===== src/hdl/msc_pkg.sv =====
// Shared types, constants and helper functions for the mm:ss clock core.
`default_nettype none

package msc_pkg;

  localparam int COUNTER_WIDTH = 16;   // elapsed millisecond counters
  localparam int CFG_W         = 16;   // interval register width
  localparam int LEVEL_W       = 10;   // keypad sample width
  localparam int TVAL_W        = 6;    // minutes / seconds width
  localparam int CFG_IDX_W     = 2;
  localparam int CMP_W         = (COUNTER_WIDTH > CFG_W) ? COUNTER_WIDTH : CFG_W;

  typedef logic [TVAL_W-1:0]        tval_t;
  typedef logic [COUNTER_WIDTH-1:0] count_t;
  typedef logic [CFG_W-1:0]         interval_t;
  typedef logic [LEVEL_W-1:0]       level_t;

  typedef enum logic [1:0] {
    MODE_RUN = 2'd0,
    MODE_MIN = 2'd1,
    MODE_SEC = 2'd2
  } mode_t;

  typedef enum logic [2:0] {
    KEY_NONE   = 3'd0,
    KEY_RIGHT  = 3'd1,
    KEY_UP     = 3'd2,
    KEY_DOWN   = 3'd3,
    KEY_LEFT   = 3'd4,
    KEY_SELECT = 3'd5
  } key_t;

  typedef enum logic [CFG_IDX_W-1:0] {
    CFG_KEY_INTERVAL    = 2'd0,
    CFG_SECOND_INTERVAL = 2'd1
  } cfg_idx_t;

  localparam interval_t KEY_INTERVAL_RST    = 16'd150;
  localparam interval_t SECOND_INTERVAL_RST = 16'd1000;

  localparam tval_t TVAL_MAX = 6'd59;

  // Resistor ladder thresholds
  localparam level_t LEVEL_NONE_ABOVE   = 10'd1000;
  localparam level_t LEVEL_RIGHT_BELOW  = 10'd50;
  localparam level_t LEVEL_UP_BELOW     = 10'd195;
  localparam level_t LEVEL_DOWN_BELOW   = 10'd380;
  localparam level_t LEVEL_LEFT_BELOW   = 10'd555;
  localparam level_t LEVEL_SELECT_BELOW = 10'd790;

  typedef struct packed {
    interval_t key_interval;
    interval_t second_interval;
  } cfg_t;

  typedef struct packed {
    mode_t  mode;
    tval_t  clock_minutes;
    tval_t  clock_seconds;
    tval_t  edit_minutes;
    tval_t  edit_seconds;
    key_t   key_code;
    logic   start_request;
  } result_t;

  function automatic key_t decode_level(input level_t level);
    key_t k;
    if (level > LEVEL_NONE_ABOVE)         k = KEY_NONE;
    else if (level < LEVEL_RIGHT_BELOW)   k = KEY_RIGHT;
    else if (level < LEVEL_UP_BELOW)      k = KEY_UP;
    else if (level < LEVEL_DOWN_BELOW)    k = KEY_DOWN;
    else if (level < LEVEL_LEFT_BELOW)    k = KEY_LEFT;
    else if (level < LEVEL_SELECT_BELOW)  k = KEY_SELECT;
    else                                  k = KEY_NONE;
    return k;
  endfunction

  function automatic tval_t wrap_up(input tval_t v);
    return (v < TVAL_MAX) ? tval_t'(v + 6'd1) : '0;
  endfunction

  function automatic tval_t wrap_down(input tval_t v);
    return ((v != '0) && (v <= TVAL_MAX)) ? tval_t'(v - 6'd1) : TVAL_MAX;
  endfunction

  // Saturating increment
  function automatic count_t sat_inc(input count_t v);
    return (&v) ? v : count_t'(v + 1'b1);
  endfunction

  // Counter has reached the interval (zero interval is due every tick)
  function automatic logic interval_due(input count_t cnt, input interval_t iv);
    logic [CMP_W-1:0] a;
    logic [CMP_W-1:0] b;
    a = CMP_W'(cnt);
    b = CMP_W'(iv);
    return a >= b;
  endfunction

endpackage

`default_nettype wire


===== src/hdl/msc_if.sv =====
// Channel interfaces: keypad tick input, result output and register write port.
`default_nettype none

interface msc_in_if;
  logic                    valid;
  logic                    ready;
  logic [msc_pkg::LEVEL_W-1:0] key_level;
  modport source (output valid, output key_level, input ready);
  modport sink   (input valid, input key_level, output ready);
endinterface

interface msc_out_if;
  logic                       valid;
  logic                       ready;
  logic [1:0]                 mode;
  logic [msc_pkg::TVAL_W-1:0] clock_minutes;
  logic [msc_pkg::TVAL_W-1:0] clock_seconds;
  logic [msc_pkg::TVAL_W-1:0] edit_minutes;
  logic [msc_pkg::TVAL_W-1:0] edit_seconds;
  logic [2:0]                 key_code;
  logic                       start_request;
  modport source (output valid, output mode, output clock_minutes, output clock_seconds,
                  output edit_minutes, output edit_seconds, output key_code,
                  output start_request, input ready);
  modport sink   (input valid, input mode, input clock_minutes, input clock_seconds,
                  input edit_minutes, input edit_seconds, input key_code,
                  input start_request, output ready);
endinterface

interface msc_cfg_if;
  logic                          valid;
  logic                          ready;
  logic [msc_pkg::CFG_IDX_W-1:0] index;
  logic [msc_pkg::CFG_W-1:0]     data;
  modport source (output valid, output index, output data, input ready);
  modport sink   (input valid, input index, input data, output ready);
endinterface

`default_nettype wire


===== src/hdl/msc_cfg.sv =====
// Interval configuration registers.
`default_nettype none

module msc_cfg (
  input  wire logic     clk,
  input  wire logic     rst_n,
  msc_cfg_if.sink       cfg_s,
  output msc_pkg::cfg_t cfg
);

  msc_pkg::interval_t key_iv_r, key_iv_nxt;
  msc_pkg::interval_t sec_iv_r, sec_iv_nxt;
  logic               wr;

  assign cfg_s.ready = 1'b1;
  assign wr          = cfg_s.valid;

  always_comb begin
    key_iv_nxt = key_iv_r;
    sec_iv_nxt = sec_iv_r;
    if (wr) begin
      case (msc_pkg::cfg_idx_t'(cfg_s.index))
        msc_pkg::CFG_KEY_INTERVAL:    key_iv_nxt = cfg_s.data;
        msc_pkg::CFG_SECOND_INTERVAL: sec_iv_nxt = cfg_s.data;
        default: ;  // unmapped index, dropped
      endcase
    end
  end

  always_ff @(posedge clk) begin
    if (!rst_n) begin
      key_iv_r <= msc_pkg::KEY_INTERVAL_RST;
      sec_iv_r <= msc_pkg::SECOND_INTERVAL_RST;
    end else begin
      key_iv_r <= key_iv_nxt;
      sec_iv_r <= sec_iv_nxt;
    end
  end

  assign cfg.key_interval    = key_iv_r;
  assign cfg.second_interval = sec_iv_r;

endmodule

`default_nettype wire


===== src/hdl/msc_engine.sv =====
// Clock state, key timer and mode logic; one tick processed per step.
`default_nettype none

module msc_engine (
  input  wire logic             clk,
  input  wire logic             rst_n,
  input  wire logic             step,
  input  wire msc_pkg::level_t  level,
  input  wire msc_pkg::cfg_t    cfg,
  output msc_pkg::result_t      res
);

  msc_pkg::mode_t  mode_r, mode_nxt;
  msc_pkg::tval_t  run_min_r, run_min_nxt;
  msc_pkg::tval_t  run_sec_r, run_sec_nxt;
  msc_pkg::tval_t  set_min_r, set_min_nxt;
  msc_pkg::tval_t  set_sec_r, set_sec_nxt;
  msc_pkg::count_t key_el_r, key_el_nxt;
  msc_pkg::count_t sec_el_r, sec_el_nxt;
  msc_pkg::count_t key_inc;
  msc_pkg::count_t sec_inc;
  msc_pkg::key_t   key;
  logic            start;

  always_comb begin
    // key sampling
    key_inc    = msc_pkg::sat_inc(key_el_r);
    key_el_nxt = key_inc;
    key        = msc_pkg::KEY_NONE;
    if (msc_pkg::interval_due(key_inc, cfg.key_interval)) begin
      key = msc_pkg::decode_level(level);
      if (key != msc_pkg::KEY_NONE) key_el_nxt = '0;
    end

    // mode handling
    mode_nxt    = mode_r;
    run_min_nxt = run_min_r;
    run_sec_nxt = run_sec_r;
    set_min_nxt = set_min_r;
    set_sec_nxt = set_sec_r;
    start       = 1'b0;
    case (mode_r)
      msc_pkg::MODE_MIN: begin
        if (key == msc_pkg::KEY_UP)          set_min_nxt = msc_pkg::wrap_up(set_min_r);
        else if (key == msc_pkg::KEY_DOWN)   set_min_nxt = msc_pkg::wrap_down(set_min_r);
        else if (key == msc_pkg::KEY_RIGHT)  mode_nxt    = msc_pkg::MODE_SEC;
        else if (key == msc_pkg::KEY_SELECT) begin
          mode_nxt    = msc_pkg::MODE_RUN;
          run_min_nxt = set_min_r;
          run_sec_nxt = set_sec_r;
        end
      end
      msc_pkg::MODE_SEC: begin
        if (key == msc_pkg::KEY_UP)          set_sec_nxt = msc_pkg::wrap_up(set_sec_r);
        else if (key == msc_pkg::KEY_DOWN)   set_sec_nxt = msc_pkg::wrap_down(set_sec_r);
        else if (key == msc_pkg::KEY_LEFT)   mode_nxt    = msc_pkg::MODE_MIN;
        else if (key == msc_pkg::KEY_SELECT) begin
          mode_nxt    = msc_pkg::MODE_RUN;
          run_min_nxt = set_min_r;
          run_sec_nxt = set_sec_r;
        end
      end
      default: begin
        mode_nxt = msc_pkg::MODE_RUN;
        if (key == msc_pkg::KEY_SELECT) begin
          mode_nxt    = msc_pkg::MODE_MIN;
          set_min_nxt = run_min_r;
          set_sec_nxt = run_sec_r;
        end else if (key == msc_pkg::KEY_UP) begin
          start = 1'b1;
        end
      end
    endcase

    // second tick, applied after any commit
    sec_inc    = msc_pkg::sat_inc(sec_el_r);
    sec_el_nxt = sec_inc;
    if (msc_pkg::interval_due(sec_inc, cfg.second_interval)) begin
      if (run_sec_nxt < msc_pkg::TVAL_MAX) begin
        run_sec_nxt = msc_pkg::tval_t'(run_sec_nxt + 6'd1);
      end else begin
        run_sec_nxt = '0;
        run_min_nxt = msc_pkg::wrap_up(run_min_nxt);
      end
      sec_el_nxt = '0;
    end

    res.mode          = mode_nxt;
    res.clock_minutes = run_min_nxt;
    res.clock_seconds = run_sec_nxt;
    res.edit_minutes  = set_min_nxt;
    res.edit_seconds  = set_sec_nxt;
    res.key_code      = key;
    res.start_request = start;
  end

  always_ff @(posedge clk) begin
    if (!rst_n) begin
      mode_r    <= msc_pkg::MODE_RUN;
      run_min_r <= '0;
      run_sec_r <= '0;
      set_min_r <= '0;
      set_sec_r <= '0;
      key_el_r  <= '0;
      sec_el_r  <= '0;
    end else if (step) begin
      mode_r    <= mode_nxt;
      run_min_r <= run_min_nxt;
      run_sec_r <= run_sec_nxt;
      set_min_r <= set_min_nxt;
      set_sec_r <= set_sec_nxt;
      key_el_r  <= key_el_nxt;
      sec_el_r  <= sec_el_nxt;
    end
  end

endmodule

`default_nettype wire


===== src/hdl/minute_second_clock_with_set_mode_core.sv =====
// Top level of the mm:ss clock core with keypad time-set mode.
//
// Each input request is one millisecond tick with a 10-bit keypad ladder
// sample; each tick yields exactly one result request with the mode, the
// running clock, the edit values, the decoded key and a start pulse. The
// core takes one tick per clock cycle: a tick is captured in an input
// register, its key decode, mode update and second advance are done by
// short compare/increment logic in the engine, and the result lands in an
// output register once that register is free. The input register refills
// while the output register still holds an untaken result, so throughput
// stays at one tick per cycle as long as the sink keeps taking results.
// The two interval registers (key sample spacing and milliseconds per
// clock second) reset to 150 and 1000 and should be written only while no
// tick is in flight; the write port is always ready.
`default_nettype none

module minute_second_clock_with_set_mode_core (
  input  wire logic clk,
  input  wire logic rst_n,
  msc_in_if.sink    in_s,
  msc_out_if.source out_m,
  msc_cfg_if.sink   cfg_s
);

  // input stage
  logic            stage_v_r, stage_v_nxt;
  msc_pkg::level_t stage_level_r;
  // output stage
  logic             out_v_r, out_v_nxt;
  msc_pkg::result_t out_r;

  msc_pkg::cfg_t    cfg;
  msc_pkg::result_t res;
  logic             in_fire;
  logic             advance;   // stage item goes through the engine this cycle

  msc_cfg u_cfg (
    .clk   (clk),
    .rst_n (rst_n),
    .cfg_s (cfg_s),
    .cfg   (cfg)
  );

  msc_engine u_engine (
    .clk   (clk),
    .rst_n (rst_n),
    .step  (advance),
    .level (stage_level_r),
    .cfg   (cfg),
    .res   (res)
  );

  assign advance    = stage_v_r && (!out_v_r || out_m.ready);
  assign in_s.ready = !stage_v_r || advance;
  assign in_fire    = in_s.valid && in_s.ready;

  always_comb begin
    stage_v_nxt = stage_v_r;
    if (in_fire)      stage_v_nxt = 1'b1;
    else if (advance) stage_v_nxt = 1'b0;

    out_v_nxt = out_v_r;
    if (advance)          out_v_nxt = 1'b1;
    else if (out_m.ready) out_v_nxt = 1'b0;
  end

  always_ff @(posedge clk) begin
    if (!rst_n) begin
      stage_v_r <= 1'b0;
      out_v_r   <= 1'b0;
    end else begin
      stage_v_r <= stage_v_nxt;
      out_v_r   <= out_v_nxt;
    end
  end

  // payload registers, no reset
  always_ff @(posedge clk) begin
    if (in_fire) stage_level_r <= in_s.key_level;
    if (advance) out_r         <= res;
  end

  assign out_m.valid         = out_v_r;
  assign out_m.mode          = out_r.mode;
  assign out_m.clock_minutes = out_r.clock_minutes;
  assign out_m.clock_seconds = out_r.clock_seconds;
  assign out_m.edit_minutes  = out_r.edit_minutes;
  assign out_m.edit_seconds  = out_r.edit_seconds;
  assign out_m.key_code      = out_r.key_code;
  assign out_m.start_request = out_r.start_request;

  // a start pulse only comes from an up key seen in run mode
  a_start_is_up_in_run: assert property (@(posedge clk) disable iff (!rst_n)
    out_v_r && out_r.start_request |->
      out_r.key_code == msc_pkg::KEY_UP && out_r.mode == msc_pkg::MODE_RUN)
    else $error("start pulse without up key in run mode");

  // a held input tick is not dropped while the engine is blocked
  a_stage_holds: assert property (@(posedge clk) disable iff (!rst_n)
    stage_v_r && !advance |=> stage_v_r && $stable(stage_level_r))
    else $error("input stage lost a tick");

  // every tick through the engine shows up as a result next cycle
  a_advance_fills_out: assert property (@(posedge clk) disable iff (!rst_n)
    advance |=> out_v_r)
    else $error("processed tick produced no result");

  // running clock stays in range
  a_clock_range: assert property (@(posedge clk) disable iff (!rst_n)
    out_v_r |-> out_r.clock_seconds <= msc_pkg::TVAL_MAX &&
                out_r.clock_minutes <= msc_pkg::TVAL_MAX)
    else $error("clock value out of range");

endmodule

`default_nettype wire


===== src/flat_wrapper.sv =====
// flat-port wrapper written by rule: the top's interface ports become plain ports
module minute_second_clock_with_set_mode_core_flat 
  (clk, rst_n, in_s_valid, in_s_key_level, in_s_ready, out_m_valid, out_m_mode, out_m_clock_minutes, out_m_clock_seconds, out_m_edit_minutes, out_m_edit_seconds, out_m_key_code, out_m_start_request, out_m_ready, cfg_s_valid, cfg_s_index, cfg_s_data, cfg_s_ready);
  msc_in_if in_s_i ();
  msc_out_if out_m_i ();
  msc_cfg_if cfg_s_i ();
  input  wire logic clk;
  input  wire logic rst_n;
  input wire logic [$bits(in_s_i.valid)-1:0] in_s_valid;
  input wire logic [$bits(in_s_i.key_level)-1:0] in_s_key_level;
  output wire logic [$bits(in_s_i.ready)-1:0] in_s_ready;
  output wire logic [$bits(out_m_i.valid)-1:0] out_m_valid;
  output wire logic [$bits(out_m_i.mode)-1:0] out_m_mode;
  output wire logic [$bits(out_m_i.clock_minutes)-1:0] out_m_clock_minutes;
  output wire logic [$bits(out_m_i.clock_seconds)-1:0] out_m_clock_seconds;
  output wire logic [$bits(out_m_i.edit_minutes)-1:0] out_m_edit_minutes;
  output wire logic [$bits(out_m_i.edit_seconds)-1:0] out_m_edit_seconds;
  output wire logic [$bits(out_m_i.key_code)-1:0] out_m_key_code;
  output wire logic [$bits(out_m_i.start_request)-1:0] out_m_start_request;
  input wire logic [$bits(out_m_i.ready)-1:0] out_m_ready;
  input wire logic [$bits(cfg_s_i.valid)-1:0] cfg_s_valid;
  input wire logic [$bits(cfg_s_i.index)-1:0] cfg_s_index;
  input wire logic [$bits(cfg_s_i.data)-1:0] cfg_s_data;
  output wire logic [$bits(cfg_s_i.ready)-1:0] cfg_s_ready;
  assign in_s_i.valid = in_s_valid;
  assign in_s_i.key_level = in_s_key_level;
  assign in_s_ready = in_s_i.ready;
  assign out_m_valid = out_m_i.valid;
  assign out_m_mode = out_m_i.mode;
  assign out_m_clock_minutes = out_m_i.clock_minutes;
  assign out_m_clock_seconds = out_m_i.clock_seconds;
  assign out_m_edit_minutes = out_m_i.edit_minutes;
  assign out_m_edit_seconds = out_m_i.edit_seconds;
  assign out_m_key_code = out_m_i.key_code;
  assign out_m_start_request = out_m_i.start_request;
  assign out_m_i.ready = out_m_ready;
  assign cfg_s_i.valid = cfg_s_valid;
  assign cfg_s_i.index = cfg_s_index;
  assign cfg_s_i.data = cfg_s_data;
  assign cfg_s_ready = cfg_s_i.ready;
  minute_second_clock_with_set_mode_core u_core (.clk(clk), .rst_n(rst_n), .in_s(in_s_i), .out_m(out_m_i), .cfg_s(cfg_s_i));
endmodule

===== config.mk =====
export PLATFORM = sky130hd
export DESIGN_NAME = minute_second_clock_with_set_mode_core_flat
export DESIGN_NICKNAME = d
export VERILOG_FILES = /design/src/hdl/msc_pkg.sv /design/src/hdl/msc_if.sv /design/src/hdl/msc_cfg.sv /design/src/hdl/msc_engine.sv /design/src/hdl/minute_second_clock_with_set_mode_core.sv /design/src/flat_wrapper.sv
export SDC_FILE = /design/constraint.sdc
export NUM_CORES = 1
export LEC_CHECK = 0
export BUFFER_PORTS_ARGS = -buffer_cell sky130_fd_sc_hd__buf_2
export CORE_MARGIN = 1.5
export CORE_UTILIZATION = 30
export CTS_CLUSTER_DIAMETER = 40
export DETAILED_ROUTE_END_ITERATION = 8
export GPL_TIMING_DRIVEN = 0
export SYNTH_ARGS = -nofsm -noshare
export SYNTH_HDL_FRONTEND = slang
export SYNTH_SLANG_ARGS = --single-unit

===== constraint.sdc =====
create_clock -name clk -period 5.72 [get_ports clk]
set_input_delay 0.572 -clock clk [delete_from_list [all_inputs] [get_ports clk]]
set_output_delay 0.572 -clock clk [all_outputs]
set_load 0.05 [all_outputs]

==> metrics.txt, run 1 <==
run status=completed; vias in the first global route=7239; effective utilization at floorplan=0.3074; critical path's largest stage delay=570 ps; power after layout=2.415 mW; depth of the CTS H-tree=4; worst vdd rail ir drop=0.1793 mV; power density relative to cell area=253.1 nW/um2; largest area contributor in the netlist=sky130_fd_sc_hd__dfxtp_1; clock tree from TritonCTS=built; worst reg2reg startpoint=u_core.u_engine.key_el_r[0]; FF/Latch Area=3050 um2; clock network latency to the later pin of the worst-skew pair=430 ps; clock-pin slew of the registers on the worst-case setup and hold paths=60 ps; Seq/Total Area, Yosys=0.3766; Primary FF master, synth=sky130_fd_sc_hd__dfxtp_1; first-pass iteration count of the detailed router=6; crit-path max FO=10; net load switching power=0.6382 mW; number of max-cap violations=0; type of the worst min-delay path=primary input to flop; final max-slew violation count=0; number of ports placed on the die boundary=66; tightest slew margin relative to the limit=0.02984; Synth area leaders=sky130_fd_sc_hd__dfxtp_1 23%, sky130_fd_sc_hd__edfxtp_1 15%, sky130_fd_sc_hd__ha_1 6.8%; die outline width=167.1 um; Final period util=0.9528; Max stage delay cell, worst path=sky130_fd_sc_hd__or4_4; fin crit period=5450 ps; Finished Layout Cells=1417; Longest Clk Path Bufs=2; flip-flop and latch count after synthesis=132; area of combinational cells with multiple inputs=4673 um2; buffer type at the clock tree root=sky130_fd_sc_hd__clkbuf_16; number of nets in the layout=1146; TritonCTS Buffers=17; initial antenna violation count=0; worst-case clock skew=8.739 ps; Switching Fraction=0.2642; area of the die=27920 um2; number of nets still failing antenna checks after routing=0; reported leakage power=3.693 nW; Int Pwr=1.777 mW; number of vias in the routed layout=7619; drt drc=0; 1st-iter DRT viols=609; final antenna diode count=0; f_max=183.5 MHz; critical path required time=6080 ps; Area growth, synth to finish=18.10%; post-route core utilization=0.3631; final hold viol count=0; part of the power in registers=0.424; element type at the critical path start=flop; worst setup path start=u_core.u_engine.key_el_r[0]; residual overflow from global routing=0; combinational group share of total power=0.113; number of synthesized flops with an enable pin=40; Crit path arrival time=5810 ps; average cell area after synthesis=8.210 um2; Synth Instances=984; Final Setup Violations=0; Worst Path Class, Setup=flop to flop; share of power burned in the clock network=0.463; Routed WL=23900 um; Routability Congestion=0.9091; TritonCTS Sinks=132; maximum number of pins on one net before global-route repair=25; yosys synthesis warning count=0; floorplan die height=167.1 um; async set or reset register ratio after synthesis=0; detailed-route vias per instance=5.377; IO Port Bufs=63; area fraction of the dominant cell type after synthesis=0.2280; GRT Overall Usage=0.1729; wire length of the first global-routing pass=38100 um; dpl cells=1383; Post-Syn Nets=1061; row count=59; critical path endpoint category=flop; Hold Startpoint=in_s_key_level[8]; transition time of the tightest slew-check pin=1444 ps; Filler Cell Count=2735; fraction of layout instances using a drive strength above 1=0.1433; cell area after technology mapping=8079 um2; post-synthesis cell type count=76; estimated wirelength of the detail-placed design=17620 um; RSZ-0062 raised after global routing=no; final routed wire length divided by cell count=16.86 um; Std-Cell Core Area=26280 um2
worst max-delay path, delay by kind of cell (launching register included):
| family | cells | cell delay (ps) |
|---|---|---|
| AO/OA/AOI/OAI | 7 | 1050 |
| flip-flops | 1 | 370 |
| XOR/XNOR | 1 | 170 |
| adder cells (fa/ha/maj) | 3 | 630 |
| AND/OR/NAND/NOR | 10 | 2510 |
| buffers and inverters | 4 | 650 |
final timing paths:
kind	end	cells after the start	slack, ps
max	u_core.u_engine.run_min_r[0]	25	270
min	u_core.stage_level_r[8]	1	320
max reg2reg	u_core.u_engine.run_min_r[0]	25	270
min reg2reg	u_core.u_cfg.key_iv_r[12]	2	450
cell usage in the layout, fill, tap and decap left out, types with 9 or more instances in the layout:
cell / count
sky130_fd_sc_hd__a21o_1: 12
sky130_fd_sc_hd__o21ai_0: 59
sky130_fd_sc_hd__xor2_1: 9
sky130_fd_sc_hd__mux2_2: 10
sky130_fd_sc_hd__and3_1: 14
sky130_fd_sc_hd__clkbuf_16: 18
sky130_fd_sc_hd__ha_1: 43
sky130_fd_sc_hd__buf_2: 66
sky130_fd_sc_hd__nand2_1: 142
sky130_fd_sc_hd__o211ai_1: 14
sky130_fd_sc_hd__dfxtp_1: 88
sky130_fd_sc_hd__xnor2_1: 15
sky130_fd_sc_hd__a31oi_1: 15
sky130_fd_sc_hd__nand3_1: 42
sky130_fd_sc_hd__nor2_1: 78
sky130_fd_sc_hd__a21oi_1: 79
sky130_fd_sc_hd__edfxtp_1: 40
sky130_fd_sc_hd__nand4_1: 12
sky130_fd_sc_hd__inv_1: 55
sky130_fd_sc_hd__nor3_1: 19
sky130_fd_sc_hd__a22oi_1: 23
sky130_fd_sc_hd__clkbuf_1: 46
power groups by stage:
stage          combinational [mW]  clock (mW)  sequential, mW
5_1_grt                     0.299        1.17            1.03
3_5_place_dp                0.268           0            1.04
2_1_floorplan               0.150           0            1.07
6_report                    0.273        1.12            1.02
4_1_cts                     0.270        1.13            1.02
3_3_place_gp                0.264           0            1.04
cells in the mapped netlist (all sizes together) (14+ instances only):
library cell and instances:
a21oi 79, a22oi 23, a31oi 17, and3 14, clkbuf 48, dfxtp 92, edfxtp 40, ha 44
inv 55, nand2 143, nand3 43, nor2 78, nor3 20, o211ai 14, o21ai 62, xnor2 16
cell type report:
type                    instances  area share
plain buffers                  53     0.02413
clock buffers                  23     0.05167
clock inverters                 9     0.01049
inverters                      56     0.02203
multi-input cells             742      0.4898
flip-flops and latches        132      0.3197
well taps                     335     0.04393
repair buffers                 67     0.03829
sequential cells by signal, indices dropped and copies added, names as in the netlist, 2 cells and up:
| register | flops |
|---|---|
| u_core.u_cfg.sec_iv_r | 16 |
| u_core.out_m.edit_seconds | 6 |
| u_core.u_cfg.key_iv_r | 16 |
| u_core.out_m.key_code | 3 |
| u_core.out_m.clock_seconds | 6 |
| u_core.stage_level_r | 10 |
| u_core.u_engine.run_sec_r | 6 |
| u_core.out_m.edit_minutes | 6 |
| u_core.u_engine.key_el_r | 16 |
| u_core.out_m.mode | 2 |
| u_core.u_engine.run_min_r | 6 |
| u_core.u_engine.set_sec_r | 6 |
| u_core.u_engine.mode_r | 2 |
| u_core.u_engine.sec_el_r | 16 |
| u_core.u_engine.set_min_r | 6 |
| u_core.out_m.clock_minutes | 6 |
per-layer routing:
metal / track usage / share of wire
met1: 0.2217 / 0.44
met3: 0.03356 / 0.065
met2: 0.2827 / 0.46
met4: 0.07589 / 0.031
met5: 0 / 0
metrics by stage:
stage          cell area (um2)  hold slack (ps)  setup slack, ps  setup TNS (ps)
2_1_floorplan             8079            436.3            223.9               0
4_1_cts                   9482            306.4            74.84               0
3_5_place_dp              8842            446.8           -694.5          -14440
3_3_place_gp              8813            445.8           -686.3          -12950
6_report                  9542            317.9            270.1               0
5_1_grt                   9542            309.8            18.55               0
what timing repair did:
| item | 4_1_cts | 5_1_grt |
|---|---|---|
| hold buffers | 0 | 0 |
| resized for setup | 11 | 18 |
| cloned | 0 | 0 |
| buffers inserted | 3 | 0 |
| setup endpoints to repair | 55 | 19 |
| pin swaps | 3 | 2 |
kinds of logic (layout without fill, tap and decap cells):
kind of cell,count (synthesis),count (layout),share of synthesized area
muxes,15,15,0.02013
adders and majority gates,44,44,0.06814
DFF,132,132,0.3766
xor gates and xnor gates,25,25,0.02710
other,1,1,0.0004642
and+or+nand+nor,371,371,0.2168
buffers and inverters,110,208,0.05296
AOI/OAI and AO/OA,286,286,0.2377
Note: power is estimated with default switching activity, not from simulation.
==> run 2: changes to the inputs <==
==> constraint.sdc (replaced) <==
create_clock -name clk -period 7 [get_ports clk]
set_input_delay 0.7 -clock clk [delete_from_list [all_inputs] [get_ports clk]]
set_output_delay 0.7 -clock clk [all_outputs]
set_load 0.05 [all_outputs]
==> run 2 against run 1 <==
Design area fell by 1.1%. Worst hold slack improved by 130 ps. Critical path depth fell by 1. Highest routed layer unchanged. Sequential power fell by 18%. Routed wire length fell by 0.98%. Worst setup slack improved by 290 ps. First-iteration DRC count fell by 6.2%. Sequential share of layout area rose by 0.27 points. Flip-flop and latch count did not move. Maximum frequency fell by 15%. Power fell by 18%. Count of clock-buffer cells in the layout did not move. Largest power group unchanged.
==> metrics.txt, run 2 (same netlist as run 1, synthesis figures left out) <==
Most Frequent Cell on Critical Path=sky130_fd_sc_hd__ha_1; Final Setup Violations=0 (unchanged); Worst Path Class, Setup=flop to flop (unchanged); f_max=155.3 MHz (was 183.5 MHz); number of vias in the routed layout=7649 (was 7619); buffer type at the clock tree root=sky130_fd_sc_hd__clkbuf_16 (unchanged); depth of the CTS H-tree=4 (unchanged); power density relative to cell area=208.8 nW/um2 (was 253.1 nW/um2); Filler Cell Count=2749 (was 2735); transition time of the tightest slew-check pin=1404 ps (was 1444 ps); placed cell areas=8842 um2 (unchanged); worst vdd rail ir drop=0.1464 mV (was 0.1793 mV); worst reg2reg startpoint=u_core.u_engine.key_el_r[0] (unchanged); run status=completed (unchanged); reported leakage power=3.653 nW (was 3.693 nW); detailed-route vias per instance=5.406 (was 5.377); busiest metal layer after global routing=met2 (unchanged); met3 track demand over resource=0.03427 (was 0.03356); number of nets in the layout=1144 (was 1146); area of combinational cells with multiple inputs=4612 um2 (was 4673 um2); type of the worst min-delay path=primary input to flop (unchanged); final routed wire length divided by cell count=16.72 um (was 16.86 um); part of the power in registers=0.425 (was 0.424); clock network latency to the later pin of the worst-skew pair=430 ps (about the same); fraction of layout instances using a drive strength above 1=0.1259 (was 0.1433); combinational group share of total power=0.112 (was 0.113); final antenna diode count=0 (unchanged); drt drc=0 (unchanged); Int Pwr=1.451 mW (was 1.777 mW); Longest Clk Path Bufs=2 (unchanged); worst-case clock skew=8.463 ps (was 8.739 ps); TritonCTS Buffers=17 (unchanged); 1st-iter DRT viols=571 (was 609); number of max-cap violations=0 (unchanged); tightest slew margin relative to the limit=0.05695 (was 0.02984); share of power burned in the clock network=0.463 (about the same); most common library cell in the layout ignoring fill and taps=sky130_fd_sc_hd__nand2_1 (unchanged); total negative slack=0 ps (unchanged); setup slack at placement=585.5 ps (was -694.5 ps); area of the die=27920 um2 (unchanged); worst flop-to-flop path endpoint=u_core.out_m.clock_minutes[5] (was u_core.u_engine.run_min_r[0]); Std-Cell Core Area=26280 um2 (unchanged); initial antenna violation count=0 (unchanged); Switching Fraction=0.2637 (was 0.2642); effective utilization at floorplan=0.3074 (unchanged); commonest cells after routing, fill and taps aside=142 x sky130_fd_sc_hd__nand2_1, 92 x sky130_fd_sc_hd__dfxtp_1, 79 x sky130_fd_sc_hd__a21oi_1 (was 142 x sky130_fd_sc_hd__nand2_1, 88 x sky130_fd_sc_hd__dfxtp_1, 79 x sky130_fd_sc_hd__a21oi_1); first-pass iteration count of the detailed router=5 (was 6); estimated wirelength of the detail-placed design=17620 um (unchanged); final setup margin=560.1 ps (was 270.1 ps); final max-slew violation count=0 (unchanged); crit-path max FO=10 (unchanged); met2 global-route usage=0.2816 (was 0.2827); number of ports placed on the die boundary=66 (unchanged); final hold viol count=0 (unchanged); FF/Latch Area=3043 um2 (was 3050 um2); Cell Chain, Critical Path=ha_1 -> and3_1 -> nand4_1 -> or4_1 -> clkbuf_1 -> and4_1 -> and2_1 -> nand3_1 -> xnor2_1 -> ha_1 -> a21oi_1 -> o21ai_0 -> a2111oi_2 -> o21a_1 -> buf_1 -> o211ai_1 -> and3_1 -> inv_1 -> ha_1 -> a211oi_4 -> or3_1 -> buf_2 -> a211oi_1 -> a21oi_1; Hold Path Sink=u_core.stage_level_r[8] (unchanged); wire length of the first global-routing pass=37960 um (was 38100 um); length in cells of the worst reg-to-reg path=24 (was 25); Hold Startpoint=in_s_key_level[8] (unchanged); number of nets still failing antenna checks after routing=0 (unchanged); Area growth, synth to finish=16.83% (was 18.10%); Routability Congestion=0.9091 (unchanged); row count=59 (unchanged); residual overflow from global routing=0 (unchanged); RSZ-0062 raised after global routing=no (unchanged); vias in the first global route=7213 (was 7239); TritonCTS Sinks=132 (unchanged); Global Route met1 Usage=0.2210 (was 0.2217); critical path required time=7160 ps (was 6080 ps); critical path endpoint category=flop (unchanged); Routed WL=23660 um (was 23900 um); net load switching power=0.5198 mW (was 0.6382 mW); critical path's largest stage delay=540 ps (was 570 ps); Crit path arrival time=6600 ps (was 5810 ps); clock-pin slew of the registers on the worst-case setup and hold paths=60 ps (about the same); Max stage delay cell, worst path=sky130_fd_sc_hd__or4_1 (was sky130_fd_sc_hd__or4_4); maximum number of pins on one net before global-route repair=25 (unchanged); reg-to-reg setup timing slack=560 ps (was 270 ps); GRT Overall Usage=0.1724 (was 0.1729); area of all placed cells without fillers=9439 um2 (was 9542 um2); IO Port Bufs=63 (unchanged); floorplan die height=167.1 um (unchanged); die outline width=167.1 um (unchanged); hold-critical path depth=1 (unchanged); element type at the critical path start=flop (unchanged); CTS Hold Buffers Added=0 (unchanged); clock tree from TritonCTS=built (unchanged); fin crit period=6440 ps (was 5450 ps); Final period util=0.9200 (was 0.9528)
run 2: cell types whose count changed in the layout (fill, tap and decap cells not counted), moves of 2 or more:
cell	previous run	this run
sky130_fd_sc_hd__clkbuf_1	46	48
sky130_fd_sc_hd__o21ai_1	2	0
sky130_fd_sc_hd__buf_6	3	1
sky130_fd_sc_hd__buf_4	4	1
sky130_fd_sc_hd__and4_1	3	5
sky130_fd_sc_hd__dfxtp_2	3	0
sky130_fd_sc_hd__o21ai_0	59	61
sky130_fd_sc_hd__dfxtp_1	88	92
run 2: metal layers:
layer	wire [um]	vias to the layer above
li1	-	3744
met1	10630	3573
met2	10850	271
met3	1479	61
met4	702	0
met5	0	-
run 2: cell type report:
| type | instances | share of cell area |
|---|---|---|
| multi-input cells | 742 | 0.4886 |
| flip-flops and latches | 132 | 0.3224 |
| clock buffers | 23 | 0.05223 |
| well taps | 335 | 0.04441 |
| repair buffers | 64 | 0.03632 |
| plain buffers | 54 | 0.02320 |
| inverters | 56 | 0.02227 |
| clock inverters | 9 | 0.01060 |
run 2: how the worst max path moves through the flow:
| stage | startpoint | endpoint | cells past startpoint |
|---|---|---|---|
| after floorplan | u_core.u_engine.key_el_r[0] | u_core.u_engine.run_min_r[0] | 25 |
| after global placement | u_core.u_engine.key_el_r[0] | u_core.out_m.clock_minutes[5] | 25 |
| after detailed placement | u_core.u_engine.key_el_r[0] | u_core.out_m.clock_minutes[5] | 25 |
| after CTS | u_core.u_engine.key_el_r[0] | u_core.out_m.clock_minutes[5] | 25 |
| after global routing | u_core.u_engine.key_el_r[0] | u_core.out_m.clock_minutes[5] | 24 |
| final | u_core.u_engine.key_el_r[0] | u_core.out_m.clock_minutes[5] | 24 |
run 2: power by group through the flow:
stage	logic, mW	registers, mW	clock network (mW)
detailed placement	0.219	0.853	0
CTS	0.221	0.837	0.927
global route	0.243	0.840	0.955
global placement	0.216	0.853	0
finish	0.221	0.837	0.913
floorplan	0.123	0.877	0
run 2: worst max-delay path, delay by kind of cell, from the launching register on:
| kind | cells | cell delay (ps) |
|---|---|---|
| buffers and inverters | 4 | 880 |
| AND/OR/NAND/NOR | 8 | 2190 |
| adder cells (fa/ha/maj) | 3 | 780 |
| AO/OA/AOI/OAI | 8 | 1710 |
| flip-flops | 1 | 430 |
| XOR/XNOR | 1 | 180 |
run 2: repair_timing:
| action | 4_1_cts | 5_1_grt |
|---|---|---|
| endpoints found under the hold margin | 0 | 0 |
| endpoints found under the setup margin | 0 | 4 |
| buffers inserted | 0 | 0 |
| gates resized for setup | 0 | 2 |
run 2: through the flow:
stage / util / hold slack, ps / std cells / total power, mW
5_1_grt: 0.3592 / 437.9 / 1415 / 2.039
4_1_cts: 0.3590 / 434.4 / 1415 / 1.985
3_5_place_dp: 0.3365 / 446.8 / 1383 / 1.073
2_1_floorplan: - / 436.3 / 984 / 0.9998
3_3_place_gp: 0.3354 / 445.8 / 1382 / 1.069
6_report: 0.3592 / 447.2 / 1415 / 1.971
==> run 3: changes to the inputs <==
--- a/config.mk
+++ b/config.mk
@@ -6,11 +6,14 @@
 export NUM_CORES = 1
 export LEC_CHECK = 0
 export BUFFER_PORTS_ARGS = -buffer_cell sky130_fd_sc_hd__buf_2
+export CELL_PAD_IN_SITES_DETAIL_PLACEMENT = 0
+export CELL_PAD_IN_SITES_GLOBAL_PLACEMENT = 1
 export CORE_MARGIN = 1.5
 export CORE_UTILIZATION = 30
 export CTS_CLUSTER_DIAMETER = 40
 export DETAILED_ROUTE_END_ITERATION = 8
 export GPL_TIMING_DRIVEN = 0
+export PLACE_DENSITY_LB_ADDON = 0.1
 export SYNTH_ARGS = -nofsm -noshare
 export SYNTH_HDL_FRONTEND = slang
 export SYNTH_SLANG_ARGS = --single-unit
==> run 3 against run 2 <==
Via count fell by 2.0%. Highest routed layer unchanged. Largest power group unchanged. Combinational power up 2%. Count of clock-buffer cells in the layout decreased by 5. Register-to-register slack improved by 50 ps. Routed wire length up 12%. Design area increased by 0.74%. Critical path depth is the same. Critical path type unchanged. Die area stayed put. Clock power is 9.5% higher. Core utilization is 0.27 points higher. Non-clock buffer count fell by 1.
==> metrics.txt, run 3 (same netlist as run 1, synthesis figures left out) <==
run status=completed (unchanged); maximum number of pins on one net before global-route repair=21 (was 25); most common library cell in the layout ignoring fill and taps=sky130_fd_sc_hd__nand2_1 (unchanged); worst hold margin=447.4 ps (was 447.2 ps); Max stage delay cell, worst path=sky130_fd_sc_hd__or4_1 (unchanged); estimated wirelength of the detail-placed design=20120 um (was 17620 um); clock tree from TritonCTS=built (unchanged); Most Frequent Cell on Critical Path=sky130_fd_sc_hd__ha_1 (unchanged); Std-Cell Core Area=26280 um2 (unchanged); Final period util=0.9134 (was 0.9200); power after layout=2.065 mW (was 1.971 mW); final antenna diode count=0 (unchanged); row count=59 (unchanged); share of power burned in the clock network=0.485 (was 0.463); effective utilization at floorplan=0.3074 (unchanged); worst reg2reg startpoint=u_core.u_engine.key_el_r[0] (unchanged); combined buffer and inverter count along the critical path=4 (unchanged); commonest cells after routing, fill and taps aside=142 x sky130_fd_sc_hd__nand2_1, 92 x sky130_fd_sc_hd__dfxtp_1, 79 x sky130_fd_sc_hd__a21oi_1 (unchanged); Hold Path Sink=u_core.stage_level_r[5] (was u_core.stage_level_r[8]); Cell Chain, Critical Path=ha_1 -> and3_1 -> nand4_1 -> or4_1 -> clkbuf_1 -> and4_1 -> and2_1 -> nand3_1 -> xnor2_1 -> ha_1 -> a21oi_1 -> o21ai_0 -> a2111oi_4 -> o21a_1 -> clkbuf_2 -> o211ai_1 -> and3_1 -> inv_1 -> ha_1 -> a211oi_4 -> or3_1 -> buf_2 -> a211oi_1 -> a21oi_1 (was ha_1 -> and3_1 -> nand4_1 -> or4_1 -> clkbuf_1 -> and4_1 -> and2_1 -> nand3_1 -> xnor2_1 -> ha_1 -> a21oi_1 -> o21ai_0 -> a2111oi_2 -> o21a_1 -> buf_1 -> o211ai_1 -> and3_1 -> inv_1 -> ha_1 -> a211oi_4 -> or3_1 -> buf_2 -> a211oi_1 -> a21oi_1); part of the power in registers=0.406 (was 0.425); number of vias in the routed layout=7498 (was 7649); combinational group share of total power=0.109 (was 0.112); cell family with most CP delay=simple AND/OR/NAND/NOR gates (unchanged); final max-slew violation count=0 (unchanged); total negative slack=0 ps (unchanged); Hold Startpoint=in_s_key_level[5] (was in_s_key_level[8]); residual overflow from global routing=0 (unchanged); RSZ-0062 raised after global routing=no (unchanged); Worst Path Class, Setup=flop to flop (unchanged); number of nets in the layout=1143 (was 1144); tightest slew margin relative to the limit=0.1815 (was 0.05695); GRT Overall Usage=0.1941 (was 0.1724); Routed WL=26450 um (was 23660 um); number of nets still failing antenna checks after routing=0 (unchanged); Final Setup Violations=0 (unchanged); worst vdd rail ir drop=0.1189 mV (was 0.1464 mV); reg-to-reg setup timing slack=610 ps (was 560 ps); worst flop-to-flop path endpoint=u_core.out_m.clock_minutes[5] (unchanged); Filler Cell Count=2829 (was 2749); first-pass iteration count of the detailed router=5 (unchanged); wire length of the first global-routing pass=41940 um (was 37960 um); length in cells of the worst reg-to-reg path=24 (unchanged); Finished Layout Cells=1414 (was 1415); worst-case clock skew=14.04 ps (was 8.463 ps); critical path's largest stage delay=540 ps (about the same); hold-critical path depth=1 (unchanged); power density relative to cell area=217.1 nW/um2 (was 208.8 nW/um2); depth of the CTS H-tree=4 (unchanged); initial antenna violation count=0 (unchanged); buffer type at the clock tree root=sky130_fd_sc_hd__clkbuf_16 (unchanged); die outline width=167.1 um (unchanged); net load switching power=0.5411 mW (was 0.5198 mW); Switching Fraction=0.2621 (was 0.2637); 1st-iter DRT viols=414 (was 571); area of all placed cells without fillers=9509 um2 (was 9439 um2); final hold viol count=0 (unchanged); reported leakage power=3.677 nW (was 3.653 nW); TritonCTS Buffers=17 (unchanged); critical path required time=7160 ps (about the same); IO Port Bufs=63 (unchanged); number of ports placed on the die boundary=66 (unchanged); Int Pwr=1.523 mW (was 1.451 mW); area of the die=27920 um2 (unchanged); final routed wire length divided by cell count=18.71 um (was 16.72 um); dpl cells=1383 (unchanged); number of max-cap violations=0 (unchanged); post-CTS setup buffer count=0 (unchanged); Longest Clk Path Bufs=2 (unchanged); vias in the first global route=7381 (was 7213); element type at the critical path start=flop (unchanged); fraction of layout instances using a drive strength above 1=0.1270 (was 0.1259); f_max=156.4 MHz (was 155.3 MHz); Area growth, synth to finish=17.70% (was 16.83%); clock-pin slew of the registers on the worst-case setup and hold paths=70 ps (was 60 ps); transition time of the tightest slew-check pin=1218 ps (was 1404 ps); floorplan die height=167.1 um (unchanged); drt drc=0 (unchanged); fin crit period=6394 ps (was 6440 ps); critical path endpoint category=flop (unchanged); Crit path arrival time=6550 ps (was 6600 ps); Routability Congestion=0.8494 (was 0.9091); clock network latency to the later pin of the worst-skew pair=420 ps (was 430 ps); detailed-route vias per instance=5.303 (was 5.406); crit-path max FO=10 (unchanged); TritonCTS Sinks=132 (unchanged); placed cell areas=8842 um2 (unchanged); type of the worst min-delay path=primary input to flop (unchanged)
[run 3: power by group through the flow]
stage,clock network (mW),registers (mW),logic (mW)
after global placement,0,0.854,0.226
after floorplan,0,0.877,0.123
after global routing,1.06,0.840,0.250
after detailed placement,0,0.854,0.227
final,1.00,0.837,0.226
after CTS,1.03,0.837,0.228
[run 3: per-layer routing]
metal  share of wire  GRT usage  up-vias
li1                -          -     3745
met1            0.47     0.2462     3584
met2            0.49     0.3416      138
met3           0.025    0.03025       31
met4           0.016    0.05178        0
met5               0          0        -
[run 3: area by class of cell]
| cell class | count | area, um2 | area share |
|---|---|---|---|
| inverters | 56 | 210.2 | 0.02211 |
| flip-flops and latches | 132 | 3043 | 0.3200 |
| clock inverters | 14 | 224.0 | 0.02355 |
| well taps | 335 | 419.2 | 0.04408 |
| plain buffers | 53 | 216.5 | 0.02276 |
| clock buffers | 18 | 429.2 | 0.04513 |
| repair buffers | 64 | 342.8 | 0.03605 |
| multi-input cells | 742 | 4624 | 0.4863 |
[run 3: how the worst max path moves through the flow]
stage | from | endpoint | slack, ps | cells past startpoint
3_3_place_gp | u_core.u_engine.key_el_r[0] | u_core.out_m.clock_minutes[5] | 310 | 25
6_report | u_core.u_engine.key_el_r[0] | u_core.out_m.clock_minutes[5] | 610 | 24
2_1_floorplan | u_core.u_engine.key_el_r[0] | u_core.u_engine.run_min_r[0] | 1500 | 25
4_1_cts | u_core.u_engine.key_el_r[0] | u_core.out_m.clock_minutes[5] | 310 | 25
3_5_place_dp | u_core.u_engine.key_el_r[0] | u_core.out_m.clock_minutes[5] | 360 | 25
5_1_grt | u_core.u_engine.key_el_r[0] | u_core.u_engine.run_min_r[4] | 110 | 24
[run 3: what timing repair did]
item / 4_1_cts / 5_1_grt
resized for setup: 0 / 4
hold buffers: 0 / 0
setup endpoints to repair: 0 / 11
[run 3: worst register-to-register path: stages (launching register included)]
cell and delay, ps:
sky130_fd_sc_hd__dfxtp_1 460, sky130_fd_sc_hd__ha_1 210, sky130_fd_sc_hd__and3_1 170, sky130_fd_sc_hd__nand4_1 190, sky130_fd_sc_hd__or4_1 540, sky130_fd_sc_hd__clkbuf_1 250, sky130_fd_sc_hd__and4_1 320, sky130_fd_sc_hd__and2_1 210
sky130_fd_sc_hd__nand3_1 150, sky130_fd_sc_hd__xnor2_1 170, sky130_fd_sc_hd__ha_1 280, sky130_fd_sc_hd__a21oi_1 150, sky130_fd_sc_hd__o21ai_0 160, sky130_fd_sc_hd__a2111oi_4 470, sky130_fd_sc_hd__o21a_1 320, sky130_fd_sc_hd__clkbuf_2 310
sky130_fd_sc_hd__o211ai_1 130, sky130_fd_sc_hd__and3_1 230, sky130_fd_sc_hd__inv_1 80, sky130_fd_sc_hd__ha_1 280, sky130_fd_sc_hd__a211oi_4 80, sky130_fd_sc_hd__or3_1 380, sky130_fd_sc_hd__buf_2 170, sky130_fd_sc_hd__a211oi_1 280
sky130_fd_sc_hd__a21oi_1 130
[run 3: through the flow]
stage	setup WS [ps]	util
3_5_place_dp	357.2	0.3365
5_1_grt	111.8	0.3618
4_1_cts	305.8	0.3613
3_3_place_gp	313.9	0.3354
6_report	606.1	0.3618
2_1_floorplan	1504	-
